--- src/hdl/jtsc_pkg.sv ---
// ----------------------------------------------------------------------------
// JSON token structure checker - shared package
// Token, status and event codes, context modes, flag bits and port widths.
// ----------------------------------------------------------------------------
package jtsc_pkg;

  // Token kinds from the upstream tokenizer
  localparam logic [4:0] TOK_EOF      = 5'd0;
  localparam logic [4:0] TOK_ERROR    = 5'd1;
  localparam logic [4:0] TOK_LCOMMENT = 5'd2;
  localparam logic [4:0] TOK_BCOMMENT = 5'd3;
  localparam logic [4:0] TOK_LBRACKET = 5'd4;
  localparam logic [4:0] TOK_RBRACKET = 5'd5;
  localparam logic [4:0] TOK_LBRACE   = 5'd6;
  localparam logic [4:0] TOK_RBRACE   = 5'd7;
  localparam logic [4:0] TOK_COMMA    = 5'd8;
  localparam logic [4:0] TOK_COLON    = 5'd9;
  localparam logic [4:0] TOK_SQ_STR   = 5'd10;
  localparam logic [4:0] TOK_DQ_STR   = 5'd11;
  localparam logic [4:0] TOK_IDENT    = 5'd12;
  localparam logic [4:0] TOK_TRUE     = 5'd13;
  localparam logic [4:0] TOK_FALSE    = 5'd14;
  localparam logic [4:0] TOK_NULL     = 5'd15;
  localparam logic [4:0] TOK_DECIMAL  = 5'd16;
  localparam logic [4:0] TOK_DOUBLE   = 5'd17;
  localparam logic [4:0] TOK_HEX      = 5'd18;

  // Result status codes
  localparam logic [2:0] ST_EVENT   = 3'd0;
  localparam logic [2:0] ST_COMMENT = 3'd1;
  localparam logic [2:0] ST_EOF     = 3'd2;
  localparam logic [2:0] ST_TRUNC   = 3'd3;
  localparam logic [2:0] ST_BADTOK  = 3'd4;
  localparam logic [2:0] ST_BADST   = 3'd5;
  localparam logic [2:0] ST_TOKERR  = 3'd6;

  // Parse event kinds
  localparam logic [3:0] EV_NONE = 4'd0;
  localparam logic [3:0] EV_OSTA = 4'd1;
  localparam logic [3:0] EV_OEND = 4'd2;
  localparam logic [3:0] EV_ASTA = 4'd3;
  localparam logic [3:0] EV_AEND = 4'd4;
  localparam logic [3:0] EV_PROP = 4'd5;
  localparam logic [3:0] EV_STR  = 4'd6;
  localparam logic [3:0] EV_INT  = 4'd7;
  localparam logic [3:0] EV_DBL  = 4'd8;
  localparam logic [3:0] EV_BOOL = 4'd9;
  localparam logic [3:0] EV_NULL = 4'd10;

  // Context modes
  localparam logic [1:0] MODE_ROOT   = 2'd0;
  localparam logic [1:0] MODE_ARRAY  = 2'd1;
  localparam logic [1:0] MODE_OBJECT = 2'd2;

  // Context flags
  localparam logic [3:0] F_PROP  = 4'b0001;
  localparam logic [3:0] F_COLON = 4'b0010;
  localparam logic [3:0] F_VALUE = 4'b0100;
  localparam logic [3:0] F_COMMA = 4'b1000;
  localparam logic [3:0] F_ALL   = 4'b1111;
  localparam logic [3:0] F_PC    = F_PROP | F_COLON;
  localparam logic [3:0] F_PCV   = F_PROP | F_COLON | F_VALUE;
  localparam logic [3:0] F_VC    = F_VALUE | F_COMMA;

  // Saved context word: mode in the upper bits, flags below
  localparam int CTX_W = 6;

  // Stream widths
  localparam int IN_DATA_W  = 72;
  localparam int OUT_DATA_W = 80;

  typedef logic [CTX_W-1:0] ctx_word_t;

endpackage

--- src/hdl/jtsc_ram.sv ---
// ----------------------------------------------------------------------------
// Generic single-port-write RAM
// One write port and one read port; read data registered.
// ----------------------------------------------------------------------------
module jtsc_ram #(
  parameter int WIDTH = 8,
  parameter int DEPTH = 32,
  localparam int ADDR_W = (DEPTH > 1) ? $clog2(DEPTH) : 1
) (
  input  logic              clk,
  input  logic              we,
  input  logic [ADDR_W-1:0] waddr,
  input  logic [WIDTH-1:0]  wdata,
  input  logic [ADDR_W-1:0] raddr,
  output logic [WIDTH-1:0]  rdata
);

  logic [WIDTH-1:0] mem [DEPTH];

  // Write the entry on enable
  always_ff @(posedge clk) begin
    if (we) begin
      mem[waddr] <= wdata;
    end
  end

  // Register the read data
  always_ff @(posedge clk) begin
    rdata <= mem[raddr];
  end

endmodule

--- src/hdl/json_token_structure_checker_top.sv ---
// ----------------------------------------------------------------------------
// JSON token structure checker - top level
// Checks a token stream against the JSON grammar (optionally JSON5) and
// emits one parse event or status word per token.
//
//   channel  | dir | handshake              | payload
//   ---------+-----+------------------------+-------------------------------
//   s_       | in  | s_tvalid / s_tready    | s_tdata: token_kind, value_bits
//   m_       | out | m_tvalid / m_tready    | m_tdata: status, event_kind,
//            |     |                        |   bool_value, value_out, depth
//   cfg_     | in  | cfg_valid / cfg_ready  | cfg_data: json5_enable
//
// One token per cycle while s_tready is high; the registered result appears
// in the cycle after the transfer. The saved-context stack lives in a RAM
// with registered read data; the top entry is read ahead every cycle, with
// the last pushed word forwarded. Reset clears the mode, flags, stack pointer
// and json5_enable; no clearing pass is needed. A stalled output holds its
// result and s_tready drops only while that result waits and m_tready is low.
// ----------------------------------------------------------------------------
module json_token_structure_checker_top #(
  parameter int MAX_DEPTH = 32
) (
  input  logic                            clk,
  input  logic                            rst,
  // [4:0] token_kind, [68:5] value_bits, [71:69] zero
  input  logic [jtsc_pkg::IN_DATA_W-1:0]  s_tdata,
  input  logic                            s_tvalid,
  output logic                            s_tready,
  // [2:0] status, [6:3] event_kind, [7] bool_value, [71:8] value_out,
  // [77:72] nesting_depth, [79:78] zero
  output logic [jtsc_pkg::OUT_DATA_W-1:0] m_tdata,
  output logic                            m_tvalid,
  input  logic                            m_tready,
  input  logic                            cfg_data,
  input  logic                            cfg_valid,
  output logic                            cfg_ready
);

  import jtsc_pkg::*;

  localparam int SP_W   = $clog2(MAX_DEPTH + 1);
  localparam int ADDR_W = (MAX_DEPTH > 1) ? $clog2(MAX_DEPTH) : 1;

  // Architectural state
  logic            json5;
  logic [1:0]      mode;
  logic [3:0]      flags;
  logic [SP_W-1:0] sp;
  logic            push_d;
  ctx_word_t       push_word_d;

  // Step results
  logic [1:0]      mode_next;
  logic [3:0]      flags_next;
  logic [SP_W-1:0] sp_next;
  logic            push;
  ctx_word_t       push_word;
  logic [2:0]      st;
  logic [3:0]      ev;
  logic            bv;
  logic [63:0]     val;

  // Primitive classification
  logic            prim_ok;
  logic [3:0]      prim_ev;
  logic            is_val;

  logic [4:0]      tok;
  logic [63:0]     bits;
  logic            accept;
  ctx_word_t       top_word;
  ctx_word_t       ram_rdata;

  assign tok    = s_tdata[4:0];
  assign bits   = s_tdata[68:5];
  assign s_tready  = !m_tvalid || m_tready;
  assign accept    = s_tvalid && s_tready;
  assign cfg_ready = 1'b1;

  // Take the freshly pushed word until the RAM has it
  assign top_word = push_d ? push_word_d : ram_rdata;

  // Stack storage
  jtsc_ram #(
    .WIDTH (CTX_W),
    .DEPTH (MAX_DEPTH)
  ) u_stack (
    .clk   (clk),
    .we    (push),
    .waddr (ADDR_W'(sp)),
    .wdata (push_word),
    .raddr (ADDR_W'(sp_next - SP_W'(1))),
    .rdata (ram_rdata)
  );

  // Classify a primitive value token
  always_comb begin
    prim_ok = 1'b1;
    prim_ev = EV_NONE;
    unique case (tok)
      TOK_DQ_STR: prim_ev = EV_STR;
      TOK_TRUE, TOK_FALSE: prim_ev = EV_BOOL;
      TOK_NULL: prim_ev = EV_NULL;
      TOK_DECIMAL: prim_ev = EV_INT;
      TOK_DOUBLE: prim_ev = EV_DBL;
      TOK_SQ_STR, TOK_IDENT: begin
        prim_ev = EV_STR;
        prim_ok = json5;
      end
      TOK_HEX: begin
        prim_ev = EV_INT;
        prim_ok = json5;
      end
      default: prim_ok = 1'b0;
    endcase
    is_val = (tok == TOK_SQ_STR) || (tok == TOK_DQ_STR) ||
             ((tok >= TOK_TRUE) && (tok <= TOK_HEX));
  end

  // Grammar step: next context, stack action and result
  always_comb begin
    logic       do_push;
    logic       do_pop;
    logic       do_prim;
    logic [1:0] push_mode;

    do_push    = 1'b0;
    do_pop     = 1'b0;
    do_prim    = 1'b0;
    push_mode  = MODE_ARRAY;
    st         = ST_BADTOK;
    ev         = EV_NONE;
    bv         = 1'b0;
    val        = '0;
    mode_next  = mode;
    flags_next = flags;
    sp_next    = sp;
    push       = 1'b0;
    push_word  = '0;

    priority if (mode > MODE_OBJECT) begin
      st = ST_BADST;
    end else if (tok == TOK_EOF) begin
      st = (mode == MODE_ROOT) ? ST_EOF : ST_TRUNC;
    end else if (tok == TOK_ERROR) begin
      st = ST_TOKERR;
    end else if (tok == TOK_LCOMMENT || tok == TOK_BCOMMENT) begin
      st = json5 ? ST_COMMENT : ST_BADTOK;
    end else if (mode == MODE_ROOT) begin
      // Root accepts a single value
      if (tok == TOK_LBRACKET || tok == TOK_LBRACE) begin
        if (!flags[2]) begin
          flags_next = flags | F_VALUE;
          ev         = (tok == TOK_LBRACKET) ? EV_ASTA : EV_OSTA;
          push_mode  = (tok == TOK_LBRACKET) ? MODE_ARRAY : MODE_OBJECT;
          do_push    = 1'b1;
        end
      end else if (is_val) begin
        if (!flags[2]) begin
          flags_next = flags | F_VALUE;
          do_prim    = 1'b1;
        end
      end
    end else if (mode == MODE_ARRAY) begin
      // Array: values separated by commas
      if (tok == TOK_COMMA) begin
        if ((flags & F_VC) == F_VALUE) begin
          flags_next = flags | F_COMMA;
          st         = ST_COMMENT;
        end
      end else if (tok == TOK_RBRACKET) begin
        if (!(flags[3] && !json5)) begin
          ev     = EV_AEND;
          do_pop = 1'b1;
        end
      end else if (tok == TOK_LBRACKET || tok == TOK_LBRACE || is_val) begin
        if ((flags & F_VC) == 4'b0000 || (flags & F_VC) == F_VC) begin
          flags_next = F_VALUE;
          if (tok == TOK_LBRACKET || tok == TOK_LBRACE) begin
            ev        = (tok == TOK_LBRACKET) ? EV_ASTA : EV_OSTA;
            push_mode = (tok == TOK_LBRACKET) ? MODE_ARRAY : MODE_OBJECT;
            do_push   = 1'b1;
          end else begin
            do_prim = 1'b1;
          end
        end
      end
    end else begin
      // Object: property, colon, value, comma
      unique case (tok)
        TOK_COMMA: begin
          if (flags == F_PCV) begin
            flags_next = flags | F_COMMA;
            st         = ST_COMMENT;
          end
        end
        TOK_COLON: begin
          if (flags == F_PROP) begin
            flags_next = flags | F_COLON;
            st         = ST_COMMENT;
          end
        end
        TOK_RBRACE: begin
          if ((flags == F_ALL && json5) || flags == 4'b0000 || flags == F_PCV) begin
            ev     = EV_OEND;
            do_pop = 1'b1;
          end
        end
        TOK_LBRACKET, TOK_LBRACE: begin
          if (flags == F_PC) begin
            flags_next = flags | F_VALUE;
            ev         = (tok == TOK_LBRACKET) ? EV_ASTA : EV_OSTA;
            push_mode  = (tok == TOK_LBRACKET) ? MODE_ARRAY : MODE_OBJECT;
            do_push    = 1'b1;
          end
        end
        TOK_SQ_STR, TOK_DQ_STR, TOK_IDENT: begin
          priority if (flags == 4'b0000 || flags == F_ALL) begin
            do_prim = 1'b1;
            if (prim_ok) begin
              flags_next = F_PROP;
            end
          end else if (flags == F_PC) begin
            do_prim = 1'b1;
            if (prim_ok) begin
              flags_next = flags | F_VALUE;
            end
          end else begin
            st = ST_BADST;
          end
        end
        TOK_TRUE, TOK_FALSE, TOK_NULL, TOK_DECIMAL, TOK_DOUBLE, TOK_HEX: begin
          if (flags == F_PC) begin
            flags_next = flags | F_VALUE;
            do_prim    = 1'b1;
          end
        end
        default: st = ST_BADTOK;
      endcase
    end

    // Primitive value event; a property name overrides the kind
    if (do_prim) begin
      if (prim_ok) begin
        st = ST_EVENT;
        ev = (mode == MODE_OBJECT && flags != F_PC) ? EV_PROP : prim_ev;
        bv = (tok == TOK_TRUE);
        if (prim_ev == EV_INT || prim_ev == EV_DBL) begin
          val = bits;
        end
      end else begin
        st = ST_BADTOK;
      end
    end

    // Save the context and enter the new one
    if (do_push) begin
      if (sp >= SP_W'(MAX_DEPTH)) begin
        st = ST_BADST;
      end else begin
        push       = accept;
        push_word  = {mode, flags_next};
        sp_next    = sp + SP_W'(1);
        mode_next  = push_mode;
        flags_next = 4'b0000;
        st         = ST_EVENT;
      end
    end

    // Restore the saved context
    if (do_pop) begin
      if (sp == '0) begin
        st = ST_BADST;
      end else begin
        sp_next    = sp - SP_W'(1);
        mode_next  = top_word[5:4];
        flags_next = top_word[3:0];
        st         = ST_EVENT;
      end
    end

    // Clear the event fields for any non-event status
    if (st != ST_EVENT) begin
      ev  = EV_NONE;
      bv  = 1'b0;
      val = '0;
    end

    // Hold everything when no token is taken
    if (!accept) begin
      mode_next  = mode;
      flags_next = flags;
      sp_next    = sp;
    end
  end

  // Context registers and forwarding of the pushed word
  always_ff @(posedge clk) begin
    if (rst) begin
      json5  <= 1'b0;
      mode   <= MODE_ROOT;
      flags  <= 4'b0000;
      sp     <= '0;
      push_d <= 1'b0;
    end else begin
      if (cfg_valid && cfg_ready) begin
        json5 <= cfg_data;
      end
      mode   <= mode_next;
      flags  <= flags_next;
      sp     <= sp_next;
      push_d <= push;
    end
  end

  always_ff @(posedge clk) begin
    push_word_d <= push_word;
  end

  // Output register
  always_ff @(posedge clk) begin
    if (rst) begin
      m_tvalid <= 1'b0;
    end else if (s_tready) begin
      m_tvalid <= s_tvalid;
    end
  end

  always_ff @(posedge clk) begin
    if (accept) begin
      m_tdata <= {2'b00, 6'(sp_next), val, bv, ev, st};
    end
  end

endmodule

--- config.mk ---
export PLATFORM = sky130hd
export DESIGN_NAME = json_token_structure_checker_top
export DESIGN_NICKNAME = d
export VERILOG_FILES = /design/src/hdl/jtsc_pkg.sv /design/src/hdl/jtsc_ram.sv /design/src/hdl/json_token_structure_checker_top.sv
export SDC_FILE = /design/constraint.sdc
export NUM_CORES = 1
export LEC_CHECK = 0
export BUFFER_PORTS_ARGS = -buffer_cell sky130_fd_sc_hd__buf_4
export CAP_MARGIN = 20
export CORE_MARGIN = 2
export CORE_UTILIZATION = 35
export CTS_BUF_LIST = sky130_fd_sc_hd__clkbuf_16
export DETAILED_ROUTE_END_ITERATION = 8
export GPL_TIMING_DRIVEN = 1
export HOLD_SLACK_MARGIN = 0.05
export MAX_ROUTING_LAYER = met4
export SYNTH_ARGS = -nofsm -noshare
export SYNTH_HDL_FRONTEND = slang
export SYNTH_SLANG_ARGS = --single-unit
--- constraint.sdc ---
create_clock -name clk -period 6.42 [get_ports clk]
set_clock_uncertainty 0.1 [all_clocks]
set_input_delay 0.963 -clock clk [delete_from_list [all_inputs] [get_ports clk]]
set_output_delay 0.963 -clock clk [all_outputs]
set_load 0.02 [all_outputs]
==> metrics, run 1 <==
sw frac 21.5%; Post-Synthesis Cells between 900 and 1,000; Root Driver clkbuf_16; max_cap viols 0; Clock transition at path regs approximately 0.060 ns; #FFs+latches synth roughly 300; Seq/Total Area, Yosys between 60% and 70%; worst-margin pin slew approximately 1.1 ns; total gr overflow 0; Core Region roughly 37,000 um^2; final net count between 1,000 and 1,500; EDFF count, synth 270; die span in x between 150 and 200 um; Final Setup Violations 0; ys async rst share 0%; final wirelength 32,000 um; CP arrival approximately 5.3 ns; worst hold slack approximately 0.52 ns; Hold Crit Class flip-flop to flip-flop; Combinational Power Share under 10%; dpl cells approximately 1,600; post-cts resize count 0; endpoint type of the worst setup path flip-flop; port buffer count approximately 150; Vias/cell 5.27; hold depth 2; final core occ 42.9%; crit-path max FO 43; Max stage delay on crit path ~0.9 ns; setup TNS 0 ns; antenna violations before repair 0; critical path class flip-flop to flip-flop; vias in the first global route between 8,000 and 9,000; GRT Total Usage between 10% and 20%; # H-tree levels 2; Setup Buffers After CTS 0; die area between 30,000 and 40,000 um^2; layout cells sized above 1 roughly a quarter; switching power total 906 uW; Max clock buf depth 3; setup slack, reg-to-reg around 1.4 ns; Reg2Reg Depth 14; Pint between 3000 and 4000 uW; CTS tree built; sequential power share approximately half; Num CTS Buffers 34; # diodes 0; Slew Limit Fails 0; Clk network pwr share 42.9%; num ports 161; unrepaired setup endpoints after global routing false; Avg WL per Cell a little under 20 um; RePlAce Congestion slightly below 0.9; outcome finished clean; Top FF cell, synth edfxtp_1; die height around 200 um; min cycle time layout approximately 5 ns; pin count of the biggest net entering global routing 84; Hold Buf Count CTS 0; power per cell area about 270 nW/um^2; first-pass GRT wire length 48,400 um; Initial Util between 30% and 40%; # rows 70; Synth cell types just under 90; First DRT Iteration DRCs approximately 660; Sink Count 297; synthesized area per cell 13.4 um^2; Hold Vio Cnt, Final 0; P_leak a little under 0.006 uW; Synth Cell Area approximately 13,000 um^2; CP Data Required Time about 6.7 ns; max_slew headroom 27.4%; Worst Setup Start Kind flip-flop; Clk Latency, worst-skew pair between 0.5 and 0.6 ns; Ys Warns 0; first drt pass iteration count 5; post-route ant nets 0; Peak Freq roughly 200 MHz; Slowest-stage cell, CP ha_2; vias ~8,500; Synth-to-Final Area Change 20.2%; crit path cell chain inv_1 > ha_1 > or3b_4 > o32ai_4 > nor2_2 > nor2_1 > o21ai_0 > a221oi_1 > ha_2 > buf_4 > mux4_2 > nand2_1 > o211ai_1 > and4_1; non-filler instance count after layout around 1,600; DRC 0; Final Power about 4200 uW; detailed placer's ending HPWL 21,000 um; fin crit share around 80%; worst ir drop on vdd 0.188 mV
==> metrics by stage <==
step           area [um^2]  worst slack [ns]
2_1_floorplan        13100             0.319
4_1_cts              15800              1.37
3_3_place_gp         14700              1.11
6_report             15800              1.42
5_1_grt              15800             0.977
3_5_place_dp         14700              1.08
==> power groups by stage <==
stage,logic (uW),registers (uW),clock network [uW]
after CTS,271,2140,1860
final,269,2140,1800
after detailed placement,270,2180,0
after global routing,291,2140,1930
after global placement,269,2180,0
after floorplan,127,2210,0
==> final cells by class <==
class | count | area [um^2]
tap | 468 | 586
timing repair buffer | 172 | 1290
sequential | 297 | 8650
clock inverter | 22 | 124
clock buffer | 37 | 926
fill | 3382 | 21000
multi-input combinational | 612 | 4170
inverter | 14 | 55.1
==> worst paths after layout <==
check	startpoint	endpoint
worst max register to register	flags[2]	u_stack.rdata[1]
worst min register to register	flags[0]	flags[0]
worst max-delay path	flags[2]	u_stack.rdata[1]
worst min-delay path	flags[0]	flags[0]
==> worst max-delay path: cells and delay by family (launching register included) <==
family | cells | cell delay, ns
flip-flops | 1 | 0.40
AO/OA/AOI/OAI | 4 | 0.91
adder cells (fa/ha/maj) | 2 | 1.21
multiplexers | 1 | 0.34
buffers and inverters | 2 | 0.52
AND/OR/NAND/NOR | 5 | 1.38
==> registers in the layout, summed over array words and instances (netlist names) <==
name,count
flags,4
mode,2
m_tdata,78
u_stack.mem,192
m_tvalid,1
u_stack.rdata,6
json5,1
push_word_d,6
sp,6
push_d,1
==> kinds of logic after synthesis <==
group	share of synthesized area, %
XOR/XNOR	0.667
flip-flops	65.8
AO/OA/AOI/OAI	9.92
multiplexers	4.39
adder cells (fa/ha/maj)	0.857
other	0.0571
buffers and inverters	2.63
AND/OR/NAND/NOR	15.7
==> placed cells by master, fill, tap and decap left out, types with 12 or more instances in the layout <==
cell type	n
clkbuf_16	37
nor2_1	61
mux2i_1	18
buf_4	172
nor3_1	12
o311ai_1	13
nand3_1	16
and3_1	21
nand2_1	103
dfxtp_1	27
and2_1	84
o21ai_0	26
inv_1	18
a211oi_1	33
mux4_2	12
edfxtp_1	270
nor3b_1	14
a311o_1	12
a21oi_1	25
==> cells in the mapped netlist (14+ instances only) <==
master	number	share of area, %
and3_1	21	1.0
clkbuf_1	38	1.1
nor2_1	66	1.9
a211oi_1	33	1.9
and2_1	84	4.0
o21ai_0	26	0.99
a21oi_1	25	0.95
nor3b_1	14	0.80
edfxtp_1	270	62
nand2_1	103	2.9
dfxtp_1	27	4.1
nand3_1	16	0.61
mux2i_1	18	1.4
==> layer usage <==
metal	track usage (%)	wire, um
met1	21.6	14300
met2	26.6	14800
met3	3.32	2240
met4	4.34	709
met5	-	0
(Power assumes the default switching activity.)
==> run 2: changes to the inputs <==
clock period = 4.9 ns   (was 6.42 ns; I/O delays follow)
==> run 2 against run 1 <==
Compared with the run above: fmax up 11%; non-clock buffer count rose by 9; final area hardly changed; critical path depth stayed put; setup slack got worse by 1.0 ns; final cell count increased by 0.49%; power grew 26%; register-to-register slack got worse by 1.0 ns; die area unchanged; combinational power increased by 31%; first-iteration DRC count fell by 2.7%; flip-flop and latch count unchanged; critical path type unchanged.
==> metrics, run 2 (synthesis gave the netlist of run 1 again) <==
register area 8650 um^2 (unchanged); Largest Register u_stack.mem (unchanged); vias in the first global route 8,361 (was 8,311); crit-path most repeated cell nor2_1; Clk Latency, worst-skew pair 0.56 ns (was 0.51 ns); pin count of the biggest net entering global routing 80 (was 84); die span in x 198 um (unchanged); antenna violations before repair 1 (was 0); max_slew headroom 31.1% (was 27.4%); crit-path max FO 24 (was 43); num ports 161 (unchanged); Final Setup Violations 0 (unchanged); Avg WL per Cell 19.2 um (was 19.7 um); final net count 1,224 (was 1,218); most frequent cells in the layout 270 x edfxtp_1, 179 x buf_4, 103 x nand2_1 (was 270 x edfxtp_1, 172 x buf_4, 103 x nand2_1); min cycle time layout 4.49 ns (was 5.00 ns); Top delay family on crit path compound AO/OA/AOI/OAI gates (was simple AND/OR/NAND/NOR gates); Slowest-stage cell, CP xnor3_1 (was ha_2); max_cap viols 0 (unchanged); critical path class flip-flop to flip-flop (unchanged); Hold Crit Class primary input to flip-flop (was flip-flop to flip-flop); total gr overflow 0 (unchanged); Peak Freq 223 MHz (was 200 MHz); met2 Usage GRT 27.0% (was 26.6%); GR Layer Usage met1 19.9% (was 21.6%); Worst Setup Start Kind flip-flop (unchanged); post-route ant nets 0 (unchanged); fin crit share 91.6% (was 77.9%); worst r2r src flags[2] (unchanged); power per cell area 337 nW/um^2 (was 267 nW/um^2); First DRT Iteration DRCs 639 (was 657); endpoint type of the worst setup path flip-flop (unchanged); Hold Buf Count CTS 0 (unchanged); crit path cell chain inv_1 > ha_1 > or3b_4 > o32ai_4 > nor2_2 > nor2_1 > buf_4 > a22oi_1 > nor2_1 > a221oi_1 > ha_2 > xnor3_1 > o311ai_1 > and4_1 (was inv_1 > ha_1 > or3b_4 > o32ai_4 > nor2_2 > nor2_1 > o21ai_0 > a221oi_1 > ha_2 > buf_4 > mux4_2 > nand2_1 > o211ai_1 > and4_1); number of flip-flops in the largest register 192 (unchanged); CP Data Required Time 5.31 ns (was 6.71 ns); final core occ 42.9% (about the same); M3 GR Usage 3.58% (was 3.32%); Initial Util 35.7% (unchanged); DRC 0 (unchanged); Slew Limit Fails 0 (unchanged); CTS tree built (unchanged); Core Region 36,800 um^2 (unchanged); Setup Buffers After CTS 0 (unchanged); unrepaired setup endpoints after global routing false (unchanged); detailed placer's ending HPWL 20,500 um (was 21,000 um); vias 8,592 (was 8,542); fill cell count 3,320 (was 3,382); # rows 70 (unchanged); outcome finished clean (unchanged); Max stage delay on crit path 0.69 ns (was 0.88 ns); GRT Total Usage 16.2% (was 16.6%); post-cts resize count 0 (unchanged); Max clock buf depth 3 (unchanged); RePlAce Congestion 0.910 (was 0.872); final wirelength 31,300 um (was 32,000 um); Sink Count 297 (unchanged); port buffer count 154 (unchanged); CP arrival 4.90 ns (was 5.29 ns); Hold Path Origin cfg_data (was flags[0]); setup TNS 0 ns (unchanged); worst hold slack 0.303 ns (was 0.516 ns); Top Registers u_stack.mem: 192 flops, m_tdata: 78 flops (unchanged); Root Driver clkbuf_16 (unchanged); most common cell after layout, fill and taps aside edfxtp_1 (unchanged); die height 198 um (unchanged); # H-tree levels 1 (was 2); Synth-to-Final Area Change 20.1% (was 20.2%); GR peak layer met2 (unchanged); Multi-input gate area 4170 um^2 (unchanged); die area 39,100 um^2 (unchanged); Vias/cell 5.27 (about the same); first-pass GRT wire length 47,600 um (was 48,400 um); Clock transition at path regs 0.06 ns (about the same); worst ir drop on vdd 0.253 mV (was 0.188 mV); P_leak 0.00579 uW (about the same); Hold Vio Cnt, Final 0 (unchanged); Worst Setup SP flags[2] (unchanged); worst-margin pin slew 1.03 ns (was 1.09 ns); layout cells sized above 1 23.9% (was 23.7%); first drt pass iteration count 5 (unchanged); CP Buf/Inv Count 2 (unchanged); Num CTS Buffers 31 (was 34)
[run 2: per-stage QoR]
step | instance area [um^2] | instances | setup slack (ns) | total power (uW)
floorplan | 13100 | 984 | 0.208 | 3050
global placement | 14800 | 1572 | 0.442 | 3210
detailed placement | 14800 | 1572 | 0.347 | 3210
CTS | 15800 | 1629 | 0.412 | 5370
global route | 15800 | 1630 | 0.119 | 5490
finish | 15800 | 1630 | 0.412 | 5310
[run 2: path summary, 6_finish.rpt]
check	slack [ns]	cells past startpoint	end
max	0.41	14	u_stack.rdata[5]
min	0.30	3	json5
max reg2reg	0.41	14	u_stack.rdata[5]
min reg2reg	0.52	2	flags[0]
[run 2: worst min-delay path, cell delays in order]
cell     delay [ns]
buf_4          0.08
mux2i_1        0.05
nor2_1         0.07
[run 2: area by class of cell]
type,count,share of cell area [%]
multi-input combinational,612,26.4
timing repair buffer,181,8.77
sequential,297,54.8
clock buffer,32,5.07
inverter,14,0.349
antenna,1,0.0159
clock inverter,25,0.880
tap,468,3.71
[run 2: per-layer routing]
layer	up-vias	share of wire, %
met2	340	48
met3	50	7.6
met4	0	2.1
li1	4039	-
met1	4163	42
met5	-	0
[run 2: power by group]
part           leakage [uW]  internal [uW]  switching (uW)  total (uW)
registers           0.00282           2780            22.2        2800
clock network      0.000489           1220             937        2160
logic               0.00248            147             205         352
total               0.00579           4150            1160        5310
